`src/rtl/mlbt_pkg.sv`:
```
// ----------------------------------------------------------------------------
// mlbt_pkg
// Shared types, codes and widths of the midi learn binding table.
// ----------------------------------------------------------------------------
package mlbt_pkg;

	// default table size
	localparam int DEPTH_DEFAULT = 32;

	// field widths
	localparam int CMD_W    = 3;
	localparam int TGT_W    = 16;
	localparam int DEV_W    = 4;
	localparam int CHAN_W   = 5;
	localparam int KIND_W   = 2;
	localparam int NUM_W    = 7;
	localparam int VEL_W    = 7;
	localparam int IDX_W    = 5;
	localparam int STATUS_W = 3;
	localparam int COUNT_W  = 6;

	// command codes
	localparam logic [CMD_W-1:0] CMD_START_LEARN  = 3'd0;
	localparam logic [CMD_W-1:0] CMD_CANCEL_LEARN = 3'd1;
	localparam logic [CMD_W-1:0] CMD_MIDI         = 3'd2;
	localparam logic [CMD_W-1:0] CMD_LOOKUP_CC    = 3'd3;
	localparam logic [CMD_W-1:0] CMD_LOOKUP_NOTE  = 3'd4;
	localparam logic [CMD_W-1:0] CMD_REMOVE       = 3'd5;
	localparam logic [CMD_W-1:0] CMD_CLEAR        = 3'd6;

	// message kinds
	localparam logic [KIND_W-1:0] KIND_CC   = 2'd1;
	localparam logic [KIND_W-1:0] KIND_NOTE = 2'd2;

	// result status codes
	localparam logic [STATUS_W-1:0] ST_DONE      = 3'd0;
	localparam logic [STATUS_W-1:0] ST_BOUND     = 3'd1;
	localparam logic [STATUS_W-1:0] ST_FOUND     = 3'd2;
	localparam logic [STATUS_W-1:0] ST_NOT_FOUND = 3'd3;
	localparam logic [STATUS_W-1:0] ST_FULL      = 3'd4;
	localparam logic [STATUS_W-1:0] ST_BAD_INDEX = 3'd5;

	// one stored binding
	typedef struct packed {
		logic [DEV_W-1:0]  dev;
		logic [CHAN_W-1:0] chan;
		logic [KIND_W-1:0] kind;
		logic [NUM_W-1:0]  num;
		logic [TGT_W-1:0]  tgt;
	} entry_t;

	// what a table pass looks for
	typedef enum logic [1:0] {
		MODE_BIND,
		MODE_REMOVE,
		MODE_LOOKUP
	} scan_mode_t;

	// closing action of an item
	typedef enum logic [2:0] {
		FIN_IGNORE,
		FIN_START,
		FIN_CANCEL,
		FIN_BIND,
		FIN_LOOKUP,
		FIN_REMOVE,
		FIN_BADIDX,
		FIN_CLEAR
	} fin_op_t;

	// controller to datapath
	typedef struct packed {
		logic       load;
		logic       scan_start;
		logic       scan_en;
		scan_mode_t mode;
		logic       finish;
		fin_op_t    fin_op;
	} ctl_t;

	// datapath to controller
	typedef struct packed {
		logic [CMD_W-1:0] cmd;
		logic             bind_ok;
		logic             idx_ok;
		logic             scan_done;
		logic             hit;
	} sts_t;

endpackage

```
`src/rtl/midi_learn_binding_table.sv`:
```
// ----------------------------------------------------------------------------
// midi_learn_binding_table
// Ordered table of midi-to-target bindings with learn mode and lookups.
// ----------------------------------------------------------------------------
// Items are taken one at a time. Learn start and cancel, clear, an ignored
// message and a bad remove index go from decode straight to the finish
// state. A bind, a remove and a lookup make one pass over the valid entries
// of the table memory through its single read port, one entry per cycle (a
// lookup ends early at its first match). Bind and remove close up the table
// during that same pass. A finished result sits in an output register, and
// the next item is accepted while it waits; that item finishes only once the
// register is free. No clearing pass after reset: the table starts empty
// through its entry count.
// ----------------------------------------------------------------------------
module midi_learn_binding_table import mlbt_pkg::*; #(
	parameter int TABLE_DEPTH = DEPTH_DEFAULT
) (
	input  logic                clk,
	input  logic                arst_n,
	input  logic                in_valid,
	output logic                in_stall,
	input  logic [CMD_W-1:0]    command,
	input  logic [TGT_W-1:0]    target_id,
	input  logic [DEV_W-1:0]    device_id,
	input  logic [CHAN_W-1:0]   channel,
	input  logic [KIND_W-1:0]   message_kind,
	input  logic [NUM_W-1:0]    number,
	input  logic [VEL_W-1:0]    velocity,
	input  logic [IDX_W-1:0]    entry_index,
	output logic                out_valid,
	input  logic                out_stall,
	output logic [STATUS_W-1:0] status,
	output logic [IDX_W-1:0]    found_index,
	output logic [TGT_W-1:0]    found_target,
	output logic [DEV_W-1:0]    found_device,
	output logic [COUNT_W-1:0]  entry_count,
	output logic                learning
);

	ctl_t ctl;
	sts_t sts;

	// sequencer
	mlbt_ctrl u_ctrl (
		.clk       (clk),
		.arst_n    (arst_n),
		.in_valid  (in_valid),
		.in_stall  (in_stall),
		.out_valid (out_valid),
		.out_stall (out_stall),
		.sts       (sts),
		.ctl       (ctl)
	);

	// table and result datapath
	mlbt_datapath #(
		.TABLE_DEPTH (TABLE_DEPTH)
	) u_datapath (
		.clk          (clk),
		.arst_n       (arst_n),
		.ctl          (ctl),
		.sts          (sts),
		.command      (command),
		.target_id    (target_id),
		.device_id    (device_id),
		.channel      (channel),
		.message_kind (message_kind),
		.number       (number),
		.velocity     (velocity),
		.entry_index  (entry_index),
		.status       (status),
		.found_index  (found_index),
		.found_target (found_target),
		.found_device (found_device),
		.entry_count  (entry_count),
		.learning     (learning)
	);

endmodule

```
`src/rtl/mlbt_ctrl.sv`:
```
// ----------------------------------------------------------------------------
// mlbt_ctrl
// Sequencer: takes an item, decodes it, runs the table pass if one is needed, closes the item.
// ----------------------------------------------------------------------------
module mlbt_ctrl import mlbt_pkg::*; (
	input  logic clk,
	input  logic arst_n,
	input  logic in_valid,
	output logic in_stall,
	output logic out_valid,
	input  logic out_stall,
	input  sts_t sts,
	output ctl_t ctl
);

	typedef enum logic [1:0] {
		S_IDLE,
		S_DECODE,
		S_SCAN,
		S_FINISH
	} state_t;

	state_t     state_q;
	scan_mode_t mode_q;
	fin_op_t    fin_q;
	logic       out_valid_q;
	logic       out_free;

	// result register can take a new result this cycle
	assign out_free = !out_valid_q || !out_stall;

	// commands to the datapath
	always_comb begin
		ctl.load       = (state_q == S_IDLE) && in_valid;
		ctl.scan_start = (state_q == S_DECODE);
		ctl.scan_en    = (state_q == S_SCAN);
		ctl.mode       = mode_q;
		ctl.finish     = (state_q == S_FINISH) && out_free;
		ctl.fin_op     = fin_q;
	end

	assign in_stall  = (state_q != S_IDLE);
	assign out_valid = out_valid_q;

	// state and registered outputs
	always_ff @(posedge clk or negedge arst_n) begin
		if (!arst_n) begin
			state_q     <= S_IDLE;
			mode_q      <= MODE_BIND;
			fin_q       <= FIN_IGNORE;
			out_valid_q <= 1'b0;
		end else begin
			if (out_valid_q && !out_stall) begin
				out_valid_q <= 1'b0;
			end
			case (state_q)
				S_IDLE: begin
					if (in_valid) begin
						state_q <= S_DECODE;
					end
				end
				S_DECODE: begin
					state_q <= S_FINISH;
					case (sts.cmd)
						CMD_START_LEARN:  fin_q <= FIN_START;
						CMD_CANCEL_LEARN: fin_q <= FIN_CANCEL;
						CMD_MIDI: begin
							if (sts.bind_ok) begin
								mode_q  <= MODE_BIND;
								fin_q   <= FIN_BIND;
								state_q <= S_SCAN;
							end else begin
								fin_q <= FIN_IGNORE;
							end
						end
						CMD_LOOKUP_CC, CMD_LOOKUP_NOTE: begin
							mode_q  <= MODE_LOOKUP;
							fin_q   <= FIN_LOOKUP;
							state_q <= S_SCAN;
						end
						CMD_REMOVE: begin
							if (sts.idx_ok) begin
								mode_q  <= MODE_REMOVE;
								fin_q   <= FIN_REMOVE;
								state_q <= S_SCAN;
							end else begin
								fin_q <= FIN_BADIDX;
							end
						end
						CMD_CLEAR: fin_q <= FIN_CLEAR;
						default:   fin_q <= FIN_IGNORE;
					endcase
				end
				S_SCAN: begin
					if (sts.scan_done || ((mode_q == MODE_LOOKUP) && sts.hit)) begin
						state_q <= S_FINISH;
					end
				end
				S_FINISH: begin
					if (out_free) begin
						out_valid_q <= 1'b1;
						state_q     <= S_IDLE;
					end
				end
				default: state_q <= S_IDLE;
			endcase
		end
	end

endmodule

```
`src/rtl/mlbt_datapath.sv`:
```
// ----------------------------------------------------------------------------
// mlbt_datapath
// Item registers, binding memory with compaction pass, lookup and results.
// ----------------------------------------------------------------------------
module mlbt_datapath import mlbt_pkg::*; #(
	parameter int TABLE_DEPTH = DEPTH_DEFAULT
) (
	input  logic                clk,
	input  logic                arst_n,
	input  ctl_t                ctl,
	output sts_t                sts,
	input  logic [CMD_W-1:0]    command,
	input  logic [TGT_W-1:0]    target_id,
	input  logic [DEV_W-1:0]    device_id,
	input  logic [CHAN_W-1:0]   channel,
	input  logic [KIND_W-1:0]   message_kind,
	input  logic [NUM_W-1:0]    number,
	input  logic [VEL_W-1:0]    velocity,
	input  logic [IDX_W-1:0]    entry_index,
	output logic [STATUS_W-1:0] status,
	output logic [IDX_W-1:0]    found_index,
	output logic [TGT_W-1:0]    found_target,
	output logic [DEV_W-1:0]    found_device,
	output logic [COUNT_W-1:0]  entry_count,
	output logic                learning
);

	localparam int AW = (TABLE_DEPTH > 1) ? $clog2(TABLE_DEPTH) : 1;
	localparam int CW = $clog2(TABLE_DEPTH + 1);
	localparam int XW = (CW > IDX_W) ? CW : IDX_W;
	localparam logic [CW-1:0] DEPTH_C = CW'(TABLE_DEPTH);

	// latched item
	logic [CMD_W-1:0]  cmd_q;
	logic [TGT_W-1:0]  tgt_q;
	logic [DEV_W-1:0]  dev_q;
	logic [CHAN_W-1:0] ch_q;
	logic [KIND_W-1:0] kind_q;
	logic [NUM_W-1:0]  num_q;
	logic [VEL_W-1:0]  vel_q;
	logic [IDX_W-1:0]  idx_q;

	// table state
	entry_t           mem [TABLE_DEPTH];
	logic [CW-1:0]    total_q;
	logic             learn_active_q;
	logic [TGT_W-1:0] learn_target_q;

	// pass state
	logic [CW-1:0]    rd_ptr_q;
	logic [CW-1:0]    wr_ptr_q;
	logic             pend_s1;
	logic [AW-1:0]    pend_idx_s1;
	entry_t           rd_data_s1;
	logic             hit_q;
	logic [AW-1:0]    found_idx_q;
	logic [TGT_W-1:0] found_tgt_q;
	logic [DEV_W-1:0] found_dev_q;

	// result registers
	logic [STATUS_W-1:0] status_q;
	logic [IDX_W-1:0]    f_idx_q;
	logic [TGT_W-1:0]    f_tgt_q;
	logic [DEV_W-1:0]    f_dev_q;
	logic [COUNT_W-1:0]  count_q;
	logic                learning_q;

	logic              rd_issue;
	logic              eval;
	logic              match;
	logic              keep_wr;
	logic              hit_set;
	logic              app_we;
	logic              mem_we;
	logic [AW-1:0]     mem_waddr;
	entry_t            mem_wdata;
	entry_t            new_entry;
	logic [KIND_W-1:0] lk_kind;

	logic [CW-1:0]       total_next;
	logic                learn_next;
	logic [STATUS_W-1:0] status_next;
	logic [IDX_W-1:0]    f_idx_next;
	logic [TGT_W-1:0]    f_tgt_next;
	logic [DEV_W-1:0]    f_dev_next;

	// item capture
	always_ff @(posedge clk) begin
		if (ctl.load) begin
			cmd_q  <= command;
			tgt_q  <= target_id;
			dev_q  <= device_id;
			ch_q   <= channel;
			kind_q <= message_kind;
			num_q  <= number;
			vel_q  <= velocity;
			idx_q  <= entry_index;
		end
	end

	// status to controller
	always_comb begin
		sts.cmd       = cmd_q;
		sts.bind_ok   = learn_active_q &&
			((kind_q == KIND_CC) || ((kind_q == KIND_NOTE) && (vel_q != '0)));
		sts.idx_ok    = XW'(idx_q) < XW'(total_q);
		sts.scan_done = (rd_ptr_q >= total_q) && !pend_s1;
		sts.hit       = hit_q;
	end

	// entry compare for the running pass
	assign lk_kind = (cmd_q == CMD_LOOKUP_CC) ? KIND_CC : KIND_NOTE;

	always_comb begin
		case (ctl.mode)
			MODE_BIND: match = (rd_data_s1.kind == kind_q) && (rd_data_s1.num == num_q) &&
				((rd_data_s1.chan == '0) || (ch_q == '0) || (rd_data_s1.chan == ch_q));
			MODE_REMOVE: match = (XW'(pend_idx_s1) == XW'(idx_q));
			MODE_LOOKUP: match = (rd_data_s1.kind == lk_kind) && (rd_data_s1.num == num_q) &&
				((rd_data_s1.chan == '0) || (rd_data_s1.chan == ch_q));
			default: match = 1'b0;
		endcase
	end

	// pass control: one read issued and one entry judged per cycle
	assign rd_issue = ctl.scan_en && (rd_ptr_q < total_q) && !hit_q;
	assign eval     = ctl.scan_en && pend_s1;
	assign keep_wr  = eval && !match && (ctl.mode != MODE_LOOKUP);
	assign hit_set  = eval && match && (ctl.mode == MODE_LOOKUP) && !hit_q;

	// append of the new binding at the end of the compacted table
	always_comb begin
		new_entry.dev  = dev_q;
		new_entry.chan = ch_q;
		new_entry.kind = kind_q;
		new_entry.num  = num_q;
		new_entry.tgt  = learn_target_q;
	end

	assign app_we    = ctl.finish && (ctl.fin_op == FIN_BIND) && (wr_ptr_q < DEPTH_C);
	assign mem_we    = keep_wr || app_we;
	assign mem_waddr = wr_ptr_q[AW-1:0];
	assign mem_wdata = app_we ? new_entry : rd_data_s1;

	// binding memory, one write and one registered read
	always_ff @(posedge clk) begin
		if (mem_we) begin
			mem[mem_waddr] <= mem_wdata;
		end
		if (rd_issue) begin
			rd_data_s1  <= mem[rd_ptr_q[AW-1:0]];
			pend_idx_s1 <= rd_ptr_q[AW-1:0];
		end
	end

	// first lookup match
	always_ff @(posedge clk) begin
		if (hit_set) begin
			found_idx_q <= pend_idx_s1;
			found_tgt_q <= rd_data_s1.tgt;
			found_dev_q <= rd_data_s1.dev;
		end
	end

	// closing action of the item
	always_comb begin
		total_next  = total_q;
		learn_next  = learn_active_q;
		status_next = ST_DONE;
		f_idx_next  = '0;
		f_tgt_next  = '0;
		f_dev_next  = '0;
		case (ctl.fin_op)
			FIN_START:  learn_next = 1'b1;
			FIN_CANCEL: learn_next = 1'b0;
			FIN_BIND: begin
				learn_next = 1'b0;
				if (wr_ptr_q < DEPTH_C) begin
					total_next  = CW'(wr_ptr_q + 1'b1);
					status_next = ST_BOUND;
					f_idx_next  = IDX_W'(wr_ptr_q);
					f_tgt_next  = learn_target_q;
					f_dev_next  = dev_q;
				end else begin
					total_next  = wr_ptr_q;
					status_next = ST_FULL;
				end
			end
			FIN_LOOKUP: begin
				if (hit_q) begin
					status_next = ST_FOUND;
					f_idx_next  = IDX_W'(found_idx_q);
					f_tgt_next  = found_tgt_q;
					f_dev_next  = found_dev_q;
				end else begin
					status_next = ST_NOT_FOUND;
				end
			end
			FIN_REMOVE: total_next = wr_ptr_q;
			FIN_BADIDX: status_next = ST_BAD_INDEX;
			FIN_CLEAR: begin
				learn_next = 1'b0;
				total_next = '0;
			end
			default: status_next = ST_DONE;
		endcase
	end

	// pointers, table count and learn state
	always_ff @(posedge clk or negedge arst_n) begin
		if (!arst_n) begin
			rd_ptr_q       <= '0;
			wr_ptr_q       <= '0;
			pend_s1        <= 1'b0;
			hit_q          <= 1'b0;
			total_q        <= '0;
			learn_active_q <= 1'b0;
			learn_target_q <= '0;
		end else begin
			if (ctl.scan_start) begin
				rd_ptr_q <= '0;
				wr_ptr_q <= '0;
				pend_s1  <= 1'b0;
				hit_q    <= 1'b0;
			end else begin
				pend_s1 <= rd_issue;
				if (rd_issue) begin
					rd_ptr_q <= CW'(rd_ptr_q + 1'b1);
				end
				if (keep_wr) begin
					wr_ptr_q <= CW'(wr_ptr_q + 1'b1);
				end
				if (hit_set) begin
					hit_q <= 1'b1;
				end
			end
			if (ctl.finish) begin
				total_q        <= total_next;
				learn_active_q <= learn_next;
				if (ctl.fin_op == FIN_START) begin
					learn_target_q <= tgt_q;
				end
			end
		end
	end

	// result register
	always_ff @(posedge clk) begin
		if (ctl.finish) begin
			status_q   <= status_next;
			f_idx_q    <= f_idx_next;
			f_tgt_q    <= f_tgt_next;
			f_dev_q    <= f_dev_next;
			count_q    <= COUNT_W'(total_next);
			learning_q <= learn_next;
		end
	end

	assign status       = status_q;
	assign found_index  = f_idx_q;
	assign found_target = f_tgt_q;
	assign found_device = f_dev_q;
	assign entry_count  = count_q;
	assign learning     = learning_q;

	// table never holds more than its depth
	a_total_bound: assert property (@(posedge clk) disable iff (!arst_n)
		total_q <= DEPTH_C)
		else $error("entry count exceeds table depth");

	// compaction write pointer never runs ahead of the read pointer
	a_wr_behind: assert property (@(posedge clk) disable iff (!arst_n)
		wr_ptr_q <= rd_ptr_q)
		else $error("write pointer ahead of read pointer");

	// a lookup pass leaves the memory untouched
	a_lookup_no_write: assert property (@(posedge clk) disable iff (!arst_n)
		(ctl.scan_en && (ctl.mode == MODE_LOOKUP)) |-> !mem_we)
		else $error("memory written during lookup");

	// a successful bind leaves the count one past the compacted end
	a_bind_grows: assert property (@(posedge clk) disable iff (!arst_n)
		(ctl.finish && (ctl.fin_op == FIN_BIND) && (wr_ptr_q < DEPTH_C))
		|=> (total_q == CW'($past(wr_ptr_q) + 1'b1)))
		else $error("bind did not append one entry");

endmodule
```
`config.mk`:
```
export PLATFORM = sky130hd
export DESIGN_NAME = midi_learn_binding_table
export DESIGN_NICKNAME = d
export VERILOG_FILES = /design/src/rtl/mlbt_pkg.sv /design/src/rtl/midi_learn_binding_table.sv /design/src/rtl/mlbt_ctrl.sv /design/src/rtl/mlbt_datapath.sv
export SDC_FILE = /design/constraint.sdc
export NUM_CORES = 1
export LEC_CHECK = 0
export ABC_AREA = 1
export BUFFER_PORTS_ARGS = -buffer_cell sky130_fd_sc_hd__clkbuf_2
export CELL_PAD_IN_SITES_DETAIL_PLACEMENT = 1
export CELL_PAD_IN_SITES_GLOBAL_PLACEMENT = 1
export CORE_UTILIZATION = 43
export CTS_CLUSTER_DIAMETER = 150
export DETAILED_ROUTE_END_ITERATION = 8
export PLACE_DENSITY_LB_ADDON = 0.05
export REMOVE_ABC_BUFFERS = 1
export SLEW_MARGIN = 20
export SYNTH_ARGS = -nofsm -noshare
export SYNTH_HDL_FRONTEND = slang
export SYNTH_SLANG_ARGS = --single-unit
export TNS_END_PERCENT = 50
```
`constraint.sdc`:
```
create_clock -name clk -period 4.05 [get_ports clk]
set_clock_uncertainty 0.15 [all_clocks]
set_input_delay 1.0125 -clock clk [delete_from_list [all_inputs] [get_ports clk]]
set_output_delay 1.0125 -clock clk [all_outputs]
set_load 0.02 [all_outputs]
```
### After elaboration in Yosys (flattened, before gate mapping)

Memory sizes are Yosys's and may differ from the RTL's. A register that Yosys moved wholly into a read port is not among the register bits.
Index checks and enable logic that the tools add are counted.

* flip-flop bits (word level): 159
* RAM bits: 1088
* output and inout bits: 37
* logic and storage cells: 159
* memories kept: 1

* add/sub/neg operators: 2
* order comparisons: 4
* equal/unequal tests: 31
* muxes and demuxes: 43
* reduce and logical (&&, ||, !) cells: 49

Memories
* u_datapath.mem: words 32, width 34, rd ports 1, clocked after Yosys merged registers in 1, wr ports 1, RTL line mlbt_datapath.sv:44 `entry_t mem [TABLE_DEPTH];`

Operator list (number)
* $mux 34: 1
* $mux 16: 2
* $pmux 16 s2: 1
* $mux 6: 5
* $eq 3x3->1 const B: 7
* $logic_and 1x1->1: 21
* $pmux 3 s6: 1
* $pmux 6 s3: 1
* $mux 2: 8
* $add 6x1->6 const B: 2
* $eq 3x2->1 const B: 4
* $pmux 2 s3: 2
* $mux 1: 11
* $eq 5x5->1: 2
* $logic_not 5->1: 2
* $mux 5: 2
* $ne 2x2->1 const B: 5
* $pmux 5 s2: 1
* $pmux 3 s3: 1
* $eq 2x2->1 const B: 4
* $mux 4: 2
* $pmux 2 s4: 1
* $pmux 4 s2: 1
* $reduce_bool 2->1: 4
* other kinds (23): 38

### Depth between registers and ports, before layout

* word-level depth: 12
* depth in mapped cells: 14
* depth with buffers taken out: 12

### Cells and area by module

A second synthesis with hierarchy kept.

* cell total of the unflattened synthesis: 3810
* area, all modules: 50832.5 um2

By module, submodules not included
* mlbt_datapath: times used 1, cells each 3739, area each 50290.7 um2, sequential area each 38041.5 um2
* mlbt_ctrl: times used 1, cells each 71, area each 541.8 um2, sequential area each 200.2 um2

### Least setup slack after synthesis

No wires, ideal clock.

* path type: input -> register
* start point: in out_stall
* end point: mem u_datapath.mem[0][0] (netlist name), enable pin
* setup time: 425 ps
* arrival time: 3130 ps
* data required time: 3475 ps
* slack: 345 ps
* stages on the path: 5
* buffers on the path: 0
* cells stage by stage: a21oi_2 nand2_1 nand2_2 nand2_1 nor2_1

* longest elaborated chain between the ends: 8

RTL lines
* start, declared: RTL line midi_learn_binding_table.sv:31 `input logic out_stall,`
* $logic_not 1->1: RTL line mlbt_ctrl.sv:30 `assign out_free = !out_valid_q || !out_stall;`
* $logic_or 1x1->1: RTL line mlbt_ctrl.sv:30
* $logic_and 1x1->1: RTL line mlbt_ctrl.sv:38 `ctl.finish = (state_q == S_FINISH) && out_free;`
* $logic_and 1x1->1 (2 in series): RTL line mlbt_datapath.sv:140 `assign app_we = ctl.finish && (ctl.fin_op == FIN_BIND) && (wr_ptr_q < DEPTH_C);`
* $logic_or 1x1->1: RTL line mlbt_datapath.sv:141 `assign mem_we = keep_wr || app_we;`
* $mux 1: RTL line mlbt_datapath.sv:147 `if (mem_we) begin`
* $mux 1 (implied by the code): RTL line mlbt_datapath.sv:148 `mem[mem_waddr] <= mem_wdata;`
* end, declared: RTL line mlbt_datapath.sv:44

No other way between the ends.

### Final worst setup path

* start point: reg, netlist name u_datapath.rd_data_s1[16]
* end point: mem u_datapath.mem[25][20] (netlist name), enable pin

* longest elaborated chain between the ends: 10
* elaborated cells on any way between the ends: 12
* those cells by class: eq/ne (1); mux (3); reduce/logical (8)

RTL lines
* $eq 7x7->1 *: RTL line mlbt_datapath.sv:116, mlbt_datapath.sv:119
* $logic_and 1x1->1 (on tied branches) (2 in series): RTL line mlbt_datapath.sv:119, mlbt_datapath.sv:116
* $pmux 1 s3 *: RTL line mlbt_datapath.sv:115 `case (ctl.mode)`
* $logic_not 1->1 *: RTL line mlbt_datapath.sv:128 `assign keep_wr = eval && !match && (ctl.mode != MODE_LOOKUP);`
* $logic_and 1x1->1 * (2 in series): RTL line mlbt_datapath.sv:128
* $logic_or 1x1->1 *: RTL line mlbt_datapath.sv:141
* $mux 1 *: RTL line mlbt_datapath.sv:147
* $mux 1 (implied by the code) *: RTL line mlbt_datapath.sv:148

Every way passes the cells marked *; elsewhere a longest branch is shown, timed or not.

==> impl_metrics.env <==
export IMPL_outcome="complete, no violations"
export IMPL_tightest_slew_ns=1.151
export IMPL_yosys_warnings=0
export IMPL_antenna_found_initial=3
export IMPL_core_area_um2=116700
export IMPL_slew_headroom_pct=23.09
export IMPL_timing_fmax_ghz=0.2637
export IMPL_synth_seq_cells=1281
export IMPL_critical_path_cell_count=12
export IMPL_final_util_pct=49.55
export IMPL_die_area_um2=119700
export IMPL_slowest_stage="nor2_4"
export IMPL_mostFrequentLayoutCell="edfxtp_1"
export IMPL_num_rows=125
export IMPL_synth_top_cell_area_share_pct=72.96
export IMPL_stdcell_count=5538
export IMPL_clock_sinks=1281
export IMPL_hold_violations=0
export IMPL_cp_cell_sequence="inv_1 > nand2_1 > nand2_1 > nor2_1 > nand2_1 > nor2_1 > nand4_1 > nand3_2 > nand2_2 > nand2_1 > nor2_4 > buf_4"
export IMPL_grt_pass1_wl_um=240300
export IMPL_cpMostUsedCell="nand2_1"
export IMPL_combPwrFrac_pct=22.8
export IMPL_ys_types=40
export IMPL_wl_um=165600
export IMPL_critPathMaxFanout=21
export IMPL_die_h_um=345.9
export IMPL_dp_cells=5282
export IMPL_synth_area_leaders="edfxtp_1 (73%), o21ai_0 (6.0%), nor2_1 (4.6%)"
export IMPL_final_cell_mix="edfxtp_1 (1236), nor2_1 (595), o21ai_0 (584)"
export IMPL_critPathKind="reg2reg"
export IMPL_reg2reg_depth=12
export IMPL_grt_overflow_total=0
export IMPL_postCtsSetupBuffers=0
export IMPL_htreeDepth=4
export IMPL_power_w=0.03710
export IMPL_cts_root_buf="clkbuf_16"
export IMPL_powerDensity_nw_per_um2=641.8
export IMPL_start_kind="flip-flop"
export IMPL_vias_per_cell=6.000
export IMPL_syn_avg_cell_area_um2=13.41
export IMPL_hold_class="in2async"
export IMPL_cts_buffers=140
export IMPL_syn_inst=3792
export IMPL_drc=0
export IMPL_p_int_w=0.02518
export IMPL_required_ns=4.30
export IMPL_critPathLaunch="u_datapath.rd_data_s1[16]"
export IMPL_wl_per_cell_um=29.91
export IMPL_reg2reg_from="u_datapath.rd_data_s1[16]"
export IMPL_seq_power_share_pct=44.4
export IMPL_post_dp_hpwl_um=95510
export IMPL_via_count=33226
export IMPL_area_delta_synth_final_pct=13.65
export IMPL_first_pass_iters=7
export IMPL_crit_buf_inv=2
export IMPL_clock_power_share_pct=32.8
export IMPL_maxCapViolations=0
export IMPL_setup_viol=0
export IMPL_layout_drive_gt1_share_pct=12.01
export IMPL_initial_core_util_pct=43.60
export IMPL_max_stage_delay_ns=0.94
export IMPL_rr_endpoint="u_datapath.mem[25][20]"
export IMPL_ant_nets=0
export IMPL_synth_area_um2=50870
export IMPL_gp_congestion=0.8370
export IMPL_endpoint_kind="flip-flop"
export IMPL_clock_latency_ns=0.75
export IMPL_n_fill_cell=11479
export IMPL_drt_iter0_markers=3298
export IMPL_drv_slew=0
export IMPL_globalRouteTotalUtil_pct=27.55
export IMPL_r2r_setup_slack_ns=0.26
export IMPL_vdd_ir_drop_max_v=0.0004374
export IMPL_grt_max_degree=202
export IMPL_final_nets=3976
export IMPL_cp_arrival_ns=4.04
export IMPL_cp_top_family="simple AND/OR/NAND/NOR gates"
export IMPL_yosysSeqAreaShare_pct=75.18
export IMPL_fin_crit_ns=3.792
export IMPL_rsz0062_at_grt="no"
export IMPL_min_period_over_period_pct=93.64
export IMPL_cts_tree="built"
export IMPL_numPortBuffers=89
export IMPL_grt_pass1_vias=34676
export IMPL_die_w_um=345.9
export IMPL_synth_largest_area_cell="edfxtp_1"
export IMPL_crit_end="u_datapath.mem[25][20]"
export IMPL_cts_resized=0
export IMPL_io_pins=90
export IMPL_p_leak_nw=19.32
export IMPL_ctsLongestPathBuffers=3
export IMPL_cts_clk_slew_worst_paths_ns=0.06
export IMPL_power_share_switching_pct=32.12
export IMPL_switching_power_w=0.01192
export IMPL_hold_buffers=0
-- kinds of logic (layout without fill, tap and decap cells) --
| group | count (synthesis) | after routing | share of synthesized area (%) |
|---|---|---|---|
| XOR/XNOR | 9 | 9 | 0.1550 |
| adder cells (fa/ha/maj) | 23 | 23 | 0.5657 |
| flip-flops | 1281 | 1281 | 75.18 |
| AO/OA/AOI/OAI | 1033 | 1033 | 12.03 |
| buffers and inverters | 374 | 594 | 3.505 |
| other | 0 | 2 | 0 |
| AND/OR/NAND/NOR | 1072 | 1072 | 8.572 |
-- sequential cells by signal, summed over array words and instances, names as in the netlist, 7 cells and up --
name                       flops
u_datapath.vel_q               7
u_datapath.found_tgt_q        16
u_datapath.found_target       16
u_datapath.rd_data_s1         34
u_datapath.num_q               7
u_datapath.tgt_q              16
u_datapath.mem              1088
u_datapath.learn_target_q     16
-- power by group through the flow --
stage | logic, W | clock network [W] | registers, W
final | 0.00844 | 0.0122 | 0.0165
after global routing | 0.00918 | 0.0128 | 0.0165
after CTS | 0.00846 | 0.0124 | 0.0165
after detailed placement | 0.00843 | 0 | 0.0167
after global placement | 0.00812 | 0 | 0.0167
after floorplan | 0.00434 | 0 | 0.0172
-- layout make-up --
cell class | count | area [um2] | share of cell area [%]
clock buffer | 203 | 3990 | 6.902
antenna | 2 | 5.005 | 0.008657
multi-input combinational | 2137 | 11140 | 19.27
inverter | 121 | 486.7 | 0.8419
timing repair buffer | 219 | 1709 | 2.956
clock inverter | 51 | 317.8 | 0.5497
sequential | 1281 | 38260 | 66.18
tap | 1524 | 1907 | 3.298
-- per-layer routing --
metal	routed length [um]	part of all wire (%)	vias to the layer above	track usage (%)
met5	0	0	-	0
met4	4550	2.7	0	8.744
met3	9056	5.5	267	4.136
met2	78670	47	1056	44.53
met1	73350	44	17507	38.41
li1	-	-	14396	-
-- worst min-delay path by stage --
stage / cells after the start / slack [ns] / end / startpoint
after detailed placement: 0 / 0.29 / u_datapath.found_tgt_q[14] / u_datapath.rd_data_s1[14]
after CTS: 1 / 0.21 / u_datapath.wr_ptr_q[0] / arst_n
after global routing: 1 / 0.24 / u_datapath.wr_ptr_q[0] / arst_n
final: 1 / 0.21 / u_datapath.wr_ptr_q[0] / arst_n
after floorplan: 0 / 0.28 / u_datapath.found_dev_q[0] / u_datapath.rd_data_s1[30]
after global placement: 0 / 0.29 / u_datapath.found_tgt_q[14] / u_datapath.rd_data_s1[14]
-- per-stage QoR --
step / hold slack [ns] / setup WS, ns / cell area (um2) / TNS [ns]
after floorplan: 0.2768 / -11.46 / 49550 / -5272.16
after global placement: 0.2934 / 0.2486 / 53410 / 0
after detailed placement: 0.2942 / 0.1519 / 53500 / 0
after CTS: 0.2069 / 0.2581 / 57810 / 0
after global routing: 0.2380 / 0.1773 / 57810 / 0
final: 0.2112 / 0.2575 / 57810 / 0
-- cell usage after synthesis --
| cell | n |
|---|---|
| nor2_4 | 1 |
| nor3_1 | 9 |
| clkinv_1 | 1 |
| o22ai_1 | 47 |
| o21a_1 | 28 |
| ha_1 | 23 |
| buf_8 | 2 |
| a21oi_2 | 1 |
| o2111ai_1 | 1 |
| inv_6 | 1 |
| inv_1 | 115 |
| nand4_1 | 8 |
| a22oi_1 | 2 |
| a21o_1 | 1 |
| edfxtp_1 | 1236 |
| buf_4 | 9 |
| nand2_1 | 217 |
| nand3_1 | 183 |
| o21ai_0 | 612 |
| a31oi_1 | 3 |
| nand2_2 | 1 |
| dfrtp_1 | 45 |
| o211ai_1 | 3 |
| a32o_1 | 1 |
| xor2_1 | 1 |
| o21bai_1 | 1 |
| nand3b_1 | 1 |
| nand3_2 | 2 |
| o221ai_1 | 209 |
| clkbuf_1 | 130 |
| xnor2_1 | 8 |
| a21oi_1 | 68 |
| o21ai_1 | 56 |
| clkbuf_2 | 9 |
| nor2_1 | 630 |
| buf_6 | 30 |
| nor2_2 | 20 |
| buf_1 | 8 |
| buf_2 | 65 |
| inv_2 | 4 |
Power figures use the tool's default switching activity.
